File: src/design/uer_pkg.sv
// Shared widths, register indexes and scaling constants for the echo ranger.
`default_nettype none

package uer_pkg;

    localparam int unsigned PERIOD_W   = 20;
    localparam int unsigned COUNT_W    = 16;
    localparam int unsigned DIST_W     = 16;
    localparam int unsigned ERR_W      = 16;
    localparam int unsigned CM_W       = 8;
    localparam int unsigned TRIG_W     = 8;
    localparam int unsigned CFG_IDX_W  = 3;
    localparam int unsigned CFG_DATA_W = 20;

    // distance_q8 = (width * 4496) >> 10, i.e. width * 0.0343 / 2 in Q8.8
    localparam int unsigned SCALE_W     = 13;
    localparam int unsigned SCALE_NUM   = 4496;
    localparam int unsigned SCALE_SHIFT = 10;
    localparam int unsigned PROD_W      = COUNT_W + SCALE_W;

    localparam logic [PERIOD_W-1:0] PERIOD_MAX = {PERIOD_W{1'b1}};

    typedef enum logic [CFG_IDX_W-1:0] {
        CFG_ENABLE      = 3'd0,
        CFG_TRIGGER_LEN = 3'd1,
        CFG_ECHO_TMO    = 3'd2,
        CFG_PERIOD      = 3'd3,
        CFG_MIN_CM      = 3'd4,
        CFG_MAX_CM      = 3'd5
    } t_cfg_idx;

endpackage

`default_nettype wire

File: src/design/uer_ifs.sv
// Valid/ready channel interfaces: echo sample in, ranging result out, register writes.
`default_nettype none

interface uer_echo_if import uer_pkg::*; ();
    logic valid;
    logic ready;
    logic echo_level;

    modport source (output valid, output echo_level, input ready);
    modport sink   (input valid, input echo_level, output ready);
endinterface

interface uer_result_if import uer_pkg::*; ();
    logic              valid;
    logic              ready;
    logic              trigger_level;
    logic              result_valid;
    logic [DIST_W-1:0] distance_q8;
    logic              in_range;
    logic              timed_out;
    logic [ERR_W-1:0]  error_total;
    logic              ok_led;
    logic              error_led;

    modport source (
        output valid, output trigger_level, output result_valid, output distance_q8,
        output in_range, output timed_out, output error_total, output ok_led,
        output error_led, input ready
    );
    modport sink (
        input valid, input trigger_level, input result_valid, input distance_q8,
        input in_range, input timed_out, input error_total, input ok_led,
        input error_led, output ready
    );
endinterface

interface uer_cfg_if import uer_pkg::*; ();
    logic                  valid;
    logic                  ready;
    logic [CFG_IDX_W-1:0]  index;
    logic [CFG_DATA_W-1:0] data;

    modport source (output valid, output index, output data, input ready);
    modport sink   (input valid, input index, input data, output ready);
endinterface

`default_nettype wire

File: src/design/ultrasonic_echo_ranger.sv
// Ultrasonic time-of-flight ranger: trigger sequencing, echo timing and distance scaling.
// The result beat for an echo tick appears in the cycle after that tick's beat is taken.
// One tick beat per cycle unless a result waits; the single output register decouples the two sides.
// Per-tick work (sequencer step, 16x13 scale multiply, range compare) is combinational.
// Reset (synchronous, i_rst_n low): sequencer idle, counters and flags zero, LEDs off,
// registers back to defaults (enabled, 10-tick trigger, 10000-tick timeout, 250000 period).
`default_nettype none

module ultrasonic_echo_ranger import uer_pkg::*; (
    input  wire          i_clk,
    input  wire          i_rst_n,
    uer_echo_if.sink     i_echo,
    uer_result_if.source o_result,
    uer_cfg_if.sink      i_cfg
);

    typedef enum logic [1:0] {
        PH_IDLE = 2'd0,
        PH_TRIG = 2'd1,
        PH_RISE = 2'd2,
        PH_FALL = 2'd3
    } t_phase;

    // configuration registers
    logic                r_enable;
    logic [TRIG_W-1:0]   r_trigger_len;
    logic [COUNT_W-1:0]  r_echo_tmo;
    logic [PERIOD_W-1:0] r_period_us;
    logic [CM_W-1:0]     r_min_cm;
    logic [CM_W-1:0]     r_max_cm;

    // measurement state
    t_phase              r_phase,      n_phase;
    logic [PERIOD_W-1:0] r_period_cnt, n_period_cnt;
    logic [COUNT_W-1:0]  r_phase_cnt,  n_phase_cnt;
    logic [DIST_W-1:0]   r_last_dist,  n_last_dist;
    logic [ERR_W-1:0]    r_err_cnt,    n_err_cnt;
    logic                r_in_range,   n_in_range;
    logic                r_timed_out,  n_timed_out;
    logic                r_ok_led,     n_ok_led;
    logic                r_err_led,    n_err_led;

    // output register (per-tick fields; the rest come straight from state)
    logic                r_out_valid;
    logic                r_out_trig,   n_out_trig;
    logic                r_out_rv,     n_out_rv;

    logic                in_beat;
    logic [PERIOD_W-1:0] period_inc;
    logic [COUNT_W-1:0]  phase_inc;
    logic                do_finish;
    logic                fin_timeout;
    logic [PROD_W-1:0]   product;
    logic [PROD_W-SCALE_SHIFT-1:0] dist_raw;
    logic [DIST_W-1:0]   dist_sat;
    logic                dist_good;

    // Take a new tick whenever the output slot is empty or being drained.
    assign i_echo.ready = !r_out_valid || o_result.ready;
    assign in_beat      = i_echo.valid && i_echo.ready;
    assign i_cfg.ready  = 1'b1;

    // Period counter saturates; in the echo waits the phase counter is never advanced past the timeout.
    assign period_inc = (r_period_cnt != PERIOD_MAX) ? r_period_cnt + 1'b1 : r_period_cnt;
    assign phase_inc  = r_phase_cnt + 1'b1;

    // Echo width to Q8.8 centimetres, saturate, then check against the window.
    assign product  = PROD_W'(r_phase_cnt) * PROD_W'(SCALE_NUM);
    assign dist_raw = product[PROD_W-1:SCALE_SHIFT];
    assign dist_sat = (dist_raw > PROD_W'(DIST_W'('1))) ? '1 : dist_raw[DIST_W-1:0];
    assign dist_good = (dist_sat >= {r_min_cm, 8'd0}) && (dist_sat <= {r_max_cm, 8'd0});

    always_comb begin
        n_phase      = r_phase;
        n_period_cnt = period_inc;
        n_phase_cnt  = r_phase_cnt;
        n_last_dist  = r_last_dist;
        n_err_cnt    = r_err_cnt;
        n_in_range   = r_in_range;
        n_timed_out  = r_timed_out;
        n_ok_led     = r_ok_led;
        n_err_led    = r_err_led;
        n_out_trig   = 1'b0;
        n_out_rv     = 1'b0;
        do_finish    = 1'b0;
        fin_timeout  = 1'b0;

        if (!r_enable) begin
            // drop any measurement in flight, no result
            n_phase     = PH_IDLE;
            n_phase_cnt = '0;
        end else begin
            case (r_phase)
                PH_IDLE: begin
                    if (period_inc >= r_period_us) begin
                        n_period_cnt = '0;
                        n_out_trig   = 1'b1;
                        // a trigger length of zero or one ends the pulse on this tick
                        if (r_trigger_len <= TRIG_W'(1)) begin
                            n_phase     = PH_RISE;
                            n_phase_cnt = '0;
                        end else begin
                            n_phase     = PH_TRIG;
                            n_phase_cnt = COUNT_W'(1);
                        end
                    end
                end
                PH_TRIG: begin
                    n_out_trig = 1'b1;
                    if (phase_inc >= COUNT_W'(r_trigger_len)) begin
                        n_phase     = PH_RISE;
                        n_phase_cnt = '0;
                    end else begin
                        n_phase_cnt = phase_inc;
                    end
                end
                PH_RISE: begin
                    if (i_echo.echo_level) begin
                        // first high tick counts toward the width
                        if (r_echo_tmo == '0) begin
                            do_finish   = 1'b1;
                            fin_timeout = 1'b1;
                        end else begin
                            n_phase     = PH_FALL;
                            n_phase_cnt = COUNT_W'(1);
                        end
                    end else if (r_phase_cnt >= r_echo_tmo) begin
                        do_finish   = 1'b1;
                        fin_timeout = 1'b1;
                    end else begin
                        n_phase_cnt = phase_inc;
                    end
                end
                PH_FALL: begin
                    if (!i_echo.echo_level) begin
                        do_finish = 1'b1;
                    end else if (r_phase_cnt >= r_echo_tmo) begin
                        do_finish   = 1'b1;
                        fin_timeout = 1'b1;
                    end else begin
                        n_phase_cnt = phase_inc;
                    end
                end
                default: begin
                    n_phase     = PH_IDLE;
                    n_phase_cnt = '0;
                end
            endcase
        end

        if (do_finish) begin
            n_phase     = PH_IDLE;
            n_phase_cnt = '0;
            n_out_rv    = 1'b1;
            n_timed_out = fin_timeout;
            if (fin_timeout) begin
                n_last_dist = '0;
                n_in_range  = 1'b0;
                n_ok_led    = 1'b0;
                n_err_led   = 1'b1;
                n_err_cnt   = r_err_cnt + 1'b1;
            end else begin
                n_last_dist = dist_sat;
                n_in_range  = dist_good;
                n_ok_led    = dist_good;
                n_err_led   = !dist_good;
                if (!dist_good) begin
                    n_err_cnt = r_err_cnt + 1'b1;
                end
            end
        end
    end

    always_ff @(posedge i_clk) begin
        if (!i_rst_n) begin
            r_enable      <= 1'b1;
            r_trigger_len <= TRIG_W'(10);
            r_echo_tmo    <= COUNT_W'(10000);
            r_period_us   <= PERIOD_W'(250000);
            r_min_cm      <= CM_W'(5);
            r_max_cm      <= CM_W'(25);
            r_phase       <= PH_IDLE;
            r_period_cnt  <= '0;
            r_phase_cnt   <= '0;
            r_last_dist   <= '0;
            r_err_cnt     <= '0;
            r_in_range    <= 1'b0;
            r_timed_out   <= 1'b0;
            r_ok_led      <= 1'b0;
            r_err_led     <= 1'b0;
            r_out_valid   <= 1'b0;
            r_out_trig    <= 1'b0;
            r_out_rv      <= 1'b0;
        end else begin
            // register writes; indexes past the list are ignored
            if (i_cfg.valid) begin
                case (i_cfg.index)
                    CFG_ENABLE:      r_enable      <= i_cfg.data[0];
                    CFG_TRIGGER_LEN: r_trigger_len <= i_cfg.data[TRIG_W-1:0];
                    CFG_ECHO_TMO:    r_echo_tmo    <= i_cfg.data[COUNT_W-1:0];
                    CFG_PERIOD:      r_period_us   <= i_cfg.data[PERIOD_W-1:0];
                    CFG_MIN_CM:      r_min_cm      <= i_cfg.data[CM_W-1:0];
                    CFG_MAX_CM:      r_max_cm      <= i_cfg.data[CM_W-1:0];
                    default: ;
                endcase
            end

            // advance on every tick beat; hold while the result waits
            if (in_beat) begin
                r_phase      <= n_phase;
                r_period_cnt <= n_period_cnt;
                r_phase_cnt  <= n_phase_cnt;
                r_last_dist  <= n_last_dist;
                r_err_cnt    <= n_err_cnt;
                r_in_range   <= n_in_range;
                r_timed_out  <= n_timed_out;
                r_ok_led     <= n_ok_led;
                r_err_led    <= n_err_led;
                r_out_trig   <= n_out_trig;
                r_out_rv     <= n_out_rv;
                r_out_valid  <= 1'b1;
            end else if (o_result.ready) begin
                r_out_valid  <= 1'b0;
            end
        end
    end

    // State only moves with a new beat, so the status fields hold while stalled.
    assign o_result.valid         = r_out_valid;
    assign o_result.trigger_level = r_out_trig;
    assign o_result.result_valid  = r_out_rv;
    assign o_result.distance_q8   = r_last_dist;
    assign o_result.in_range      = r_in_range;
    assign o_result.timed_out     = r_timed_out;
    assign o_result.error_total   = r_err_cnt;
    assign o_result.ok_led        = r_ok_led;
    assign o_result.error_led     = r_err_led;

endmodule

`default_nettype wire

File: src/flat_wrapper.sv
// flat-port wrapper written by rule: the top's interface ports become plain ports
module ultrasonic_echo_ranger_flat import uer_pkg::*;
  (i_clk, i_rst_n, i_echo_valid, i_echo_echo_level, i_echo_ready, o_result_valid, o_result_trigger_level, o_result_result_valid, o_result_distance_q8, o_result_in_range, o_result_timed_out, o_result_error_total, o_result_ok_led, o_result_error_led, o_result_ready, i_cfg_valid, i_cfg_index, i_cfg_data, i_cfg_ready);
  uer_echo_if i_echo_i ();
  uer_result_if o_result_i ();
  uer_cfg_if i_cfg_i ();
  input  wire i_clk;
  input  wire i_rst_n;
  input wire logic [$bits(i_echo_i.valid)-1:0] i_echo_valid;
  input wire logic [$bits(i_echo_i.echo_level)-1:0] i_echo_echo_level;
  output wire logic [$bits(i_echo_i.ready)-1:0] i_echo_ready;
  output wire logic [$bits(o_result_i.valid)-1:0] o_result_valid;
  output wire logic [$bits(o_result_i.trigger_level)-1:0] o_result_trigger_level;
  output wire logic [$bits(o_result_i.result_valid)-1:0] o_result_result_valid;
  output wire logic [$bits(o_result_i.distance_q8)-1:0] o_result_distance_q8;
  output wire logic [$bits(o_result_i.in_range)-1:0] o_result_in_range;
  output wire logic [$bits(o_result_i.timed_out)-1:0] o_result_timed_out;
  output wire logic [$bits(o_result_i.error_total)-1:0] o_result_error_total;
  output wire logic [$bits(o_result_i.ok_led)-1:0] o_result_ok_led;
  output wire logic [$bits(o_result_i.error_led)-1:0] o_result_error_led;
  input wire logic [$bits(o_result_i.ready)-1:0] o_result_ready;
  input wire logic [$bits(i_cfg_i.valid)-1:0] i_cfg_valid;
  input wire logic [$bits(i_cfg_i.index)-1:0] i_cfg_index;
  input wire logic [$bits(i_cfg_i.data)-1:0] i_cfg_data;
  output wire logic [$bits(i_cfg_i.ready)-1:0] i_cfg_ready;
  assign i_echo_i.valid = i_echo_valid;
  assign i_echo_i.echo_level = i_echo_echo_level;
  assign i_echo_ready = i_echo_i.ready;
  assign o_result_valid = o_result_i.valid;
  assign o_result_trigger_level = o_result_i.trigger_level;
  assign o_result_result_valid = o_result_i.result_valid;
  assign o_result_distance_q8 = o_result_i.distance_q8;
  assign o_result_in_range = o_result_i.in_range;
  assign o_result_timed_out = o_result_i.timed_out;
  assign o_result_error_total = o_result_i.error_total;
  assign o_result_ok_led = o_result_i.ok_led;
  assign o_result_error_led = o_result_i.error_led;
  assign o_result_i.ready = o_result_ready;
  assign i_cfg_i.valid = i_cfg_valid;
  assign i_cfg_i.index = i_cfg_index;
  assign i_cfg_i.data = i_cfg_data;
  assign i_cfg_ready = i_cfg_i.ready;
  ultrasonic_echo_ranger u_core (.i_clk(i_clk), .i_rst_n(i_rst_n), .i_echo(i_echo_i), .o_result(o_result_i), .i_cfg(i_cfg_i));
endmodule
File: config.mk
export PLATFORM = sky130hd
export DESIGN_NAME = ultrasonic_echo_ranger_flat
export DESIGN_NICKNAME = d
export VERILOG_FILES = /design/src/design/uer_pkg.sv /design/src/design/uer_ifs.sv /design/src/design/ultrasonic_echo_ranger.sv /design/src/flat_wrapper.sv
export SDC_FILE = /design/constraint.sdc
export NUM_CORES = 1
export LEC_CHECK = 0
export BUFFER_PORTS_ARGS = -buffer_cell sky130_fd_sc_hd__buf_4
export CAP_MARGIN = 20
export CORE_AREA = 4 4 156 158
export DETAILED_ROUTE_END_ITERATION = 6
export DIE_AREA = 0 0 160 162
export GPL_TIMING_DRIVEN = 0
export PLACE_DENSITY = 0.69
export SETUP_SLACK_MARGIN = 0.2
export SYNTH_ARGS = -nofsm -noshare
export SYNTH_HDL_FRONTEND = slang
export SYNTH_SLANG_ARGS = --single-unit
export TNS_END_PERCENT = 100
File: constraint.sdc
create_clock -name i_clk -period 6.46 [get_ports i_clk]
set_input_delay 0.323 -clock i_clk [delete_from_list [all_inputs] [get_ports i_clk]]
set_output_delay 0.323 -clock i_clk [all_outputs]
set_load 0.01 [all_outputs]
==> summary.md <==
The area growth from synthesis to layout is 23.0%. Global-route total usage across every layer: 22.5%. For the pin with the worst max-slew slack, the measured transition is 906 ps. In this run, synthesis produced a sequential element count of 137.

Setup repair after global routing left no endpoint under its margin. The largest stage delay on the critical path works out to 500 ps. For this block, the initial DRC count from the detailed router was 798. The worst pin sits at a relative slew slack of 39.6%.

For the final database, setup skew stands at 9.73 ps. Of the synthesized area, sequential elements account for 26.8%. TritonCTS built the clock tree. 70 I/O pins were placed. Based on the critical path, the design can be clocked at up to 164 MHz. In the final design database the tool counted 1600 nets.

The flow ran to the end, and the final reports show no timing, DRC or antenna violations. STA classifies the critical path startpoint as a register. Global-route wire length before repair: 47.6 mm. Across the run, the number of max-cap violations was 0. The instance count on the critical path was 29.

The number of cells in the design after placement is 1648. TritonCTS created 17 clock buffers. The cell sitting at the root of the clock tree is a sky130_fd_sc_hd__clkbuf_16.

The logs give 4 for the number of levels the H-tree was split into and 9262 for the via count of the first global-routing pass. From left edge to right edge, the die measures 160 um. The largest driver fanout on the critical path works out to 10. Number of antenna violations at the first check in global routing: 0. The design draws 0.00202 W. Broken down by cell family, the worst path's largest delay share belongs to compound AO/OA/AOI/OAI gates. The vias per cell was 5.72. The hold buffer count at CTS is 0.

The count of buffers from port buffering was 66. The wire length per cell was 17.6 um; the initial core utilization was 44.3%. The tools report the maximum clock insertion buffer count as 2. The final layout contains routed wiring with a total length of 30.2 mm.

The worst-case IR drop observed on VDD is 189 uV. The run gives 0 as the count of final max-slew check failures. The global routing usage on met3 was 3.04%; the number of sinks driven by the clock tree was 137.

Measured in cells, the most critical reg-to-reg path has a length of 29. The half-perimeter wire length after placement is 22.7 mm, and the count of buffer and inverter cells on the critical path is 7. For the worst-skew pair, the clock arrives at the later sink with an insertion delay of 430 ps.

At the worst endpoint, the required time is 6750 ps. The tools report the final count of hold timing violations as 0. The cell count after synthesis came out at 1292. The final count of negative-setup-slack endpoints is 0.

For this design the ratio of total power to cell area is 161 nW/um^2. The kind of end point of the critical path is a register. The run gives 10200 um^2 as the area of the mapped netlist. The most frequent standard cell in the layout excluding fill and tap cells was sky130_fd_sc_hd__nand2_1.

For this run, design rule violations remaining after detail routing come to 0. After global routing the overflow that remains totals 0. The accumulated negative setup slack came out at 0 ps. The die is 162 um tall. For the number of iterations in the first detailed-routing pass, the log shows 5.

Once layout is complete, the cells apart from fillers number 1717. The detailed-route via count is 9828. Global routing used 30.0% of the available met1 tracks.

The slowest cell on the critical path was sky130_fd_sc_hd__fa_1. The post-placement cell area is 11100 um^2, and the register clock-pin slew on the reported worst setup and hold paths is 60 ps. The worst hold path passes through 3 cells.

The top cell types in the final layout, fill and taps aside, are sky130_fd_sc_hd__nand2_1 (214), sky130_fd_sc_hd__dfxtp_1 (123), sky130_fd_sc_hd__inv_1 (119). After layout, the worst path uses 94.5% of the clock period. The number of nets handed over by synthesis was 1478. The kind of path behind the tightest hold check was in2reg. The congestion estimate from routability-driven global placement came to 0.905.

Counting distinct cell types in the post-synthesis netlist gives 76. The smallest clock period supported by the final layout is computed as 6110 ps. In the synthesized netlist the dominant register cell turns out to be sky130_fd_sc_hd__dfxtp_1. The leakage dissipation came out at 5.48 nW.

The floorplan has 56 rows. The number of antenna diodes was 0; the count of flip-flops with a built-in enable after synthesis was 0. The number of warning messages in the yosys log came out at 0. The total non-filler cell area in the finished layout is 12600 um^2, and the mean instance size in the synthesized netlist is 7.93 um^2.

The die covers 25900 um^2. The post-route netlist has 17.6% of its cells at a drive strength greater than 1. The met2 global-route usage came out at 37.6%.

Async set-or-reset flop fraction in the synthesized netlist: 0%. The maximum number of pins on one net before global-route repair came out at 17. The count of nets left with antenna violations once routing finished came out at 0. The worst setup path is of the reg2reg kind.

At the worst endpoint, the arrival time is 6400 ps. The layer flagged by global routing as most heavily used is met2. The core region is 23100 um^2.
-- cells in the mapped netlist, types with 12 or more instances --
cell type                  instances  area [um^2]
sky130_fd_sc_hd__a21o_1           29          218
sky130_fd_sc_hd__nor2_1           47          176
sky130_fd_sc_hd__nand4_1          25          156
sky130_fd_sc_hd__dfxtp_1         137         2740
sky130_fd_sc_hd__xnor2_1          20          175
sky130_fd_sc_hd__xor2_1           15          131
sky130_fd_sc_hd__o31ai_1          12         90.1
sky130_fd_sc_hd__nand3_1          40          200
sky130_fd_sc_hd__nand2_1         222          833
sky130_fd_sc_hd__inv_1           120          450
sky130_fd_sc_hd__a21oi_1         116          581
sky130_fd_sc_hd__o21ai_0          56          280
sky130_fd_sc_hd__fa_1             23          460
sky130_fd_sc_hd__ha_1            134         1680
sky130_fd_sc_hd__nand2b_1         14         87.6
sky130_fd_sc_hd__nor3_1           18         90.1
sky130_fd_sc_hd__clkbuf_1         44          165
sky130_fd_sc_hd__o211ai_1         32          240
-- area by class of cell --
cell class | instances | area (um^2)
timing repair buffer | 103 | 790
clock buffer | 18 | 439
fill | 2166 | 10500
buffer | 54 | 267
clock inverter | 14 | 186
inverter | 121 | 454
sequential | 137 | 2790
tap | 290 | 363
multi-input combinational | 980 | 7320
-- through the flow --
| stage | hold slack [ps] | utilization [%] | worst slack, ps |
|---|---|---|---|
| 5_1_grt | 126 | 54.5 | 148 |
| 2_1_floorplan | 436 | - | 201 |
| 3_3_place_gp | 442 | 48.0 | -732 |
| 6_report | 123 | 54.5 | 354 |
| 3_5_place_dp | 446 | 48.0 | -718 |
| 4_1_cts | 118 | 51.6 | 219 |
-- what timing repair did --
item / in CTS / in global routing
endpoints found under the setup margin: 18 / 18
setup buffers: 10 / 26
gates cloned: 0 / 1
endpoints found under the hold margin: 0 / 0
pin swaps: 9 / 27
resized for setup: 45 / 91
-- power by group --
group,switching [W],total (W),internal (W)
sequential,0.00000800,0.000860,0.000852
clock,0.000417,0.00105,0.000628
combinational,0.0000782,0.000119,0.0000406
total,0.000503,0.00202,0.00152
-- final timing paths --
kind,startpoint,end,slack [ps]
worst max-delay path,u_core.r_phase_cnt[6],u_core.o_result.error_total[14],350
worst min-delay path,i_cfg_data[17],u_core.r_period_us[17],120
worst max register to register,u_core.r_phase_cnt[6],u_core.o_result.error_total[14],350
worst min register to register,u_core.o_result.distance_q8[0],u_core.o_result.distance_q8[0],450
-- flip-flops by register name, summed over array words and instances, names as in the netlist --
name and count:
u_core.o_result.error_total 16, u_core.o_result.valid 1, u_core.o_result.timed_out 1, u_core.o_result.distance_q8 16
u_core.r_phase_cnt 16, u_core.r_trigger_len 8, u_core.o_result.error_led 1, u_core.r_phase 2
u_core.r_period_us 20, u_core.o_result.ok_led 1, u_core.r_enable 1, u_core.r_max_cm 8
u_core.r_period_cnt 20, u_core.o_result.result_valid 1, u_core.r_echo_tmo 16, u_core.o_result.trigger_level 1
u_core.r_min_cm 8
-- worst min-delay path: stages --
cell	delay, ps
sky130_fd_sc_hd__buf_4	80
sky130_fd_sc_hd__nand2_1	40
sky130_fd_sc_hd__o211ai_1	70
-- kinds of logic (layout without fill, tap and decap cells) --
logic type / Yosys count / after routing / synth area share [%]
buffers and inverters: 175 / 310 / 6.70
and+or+nand+nor: 446 / 446 / 20.8
adders and majority gates: 157 / 157 / 20.9
other: 1 / 1 / 0.0366
xor gates and xnor gates: 35 / 35 / 2.99
muxes: 9 / 9 / 0.928
AOI/OAI and AO/OA: 332 / 332 / 20.9
DFF: 137 / 137 / 26.8
-- per-layer routing --
metal  up-vias  wire, um
met4         0       638
met2       302     14200
li1       4815         -
met5         -         0
met3        45      1750
met1      4666     13700
Note: power is estimated with default switching activity, not from simulation.
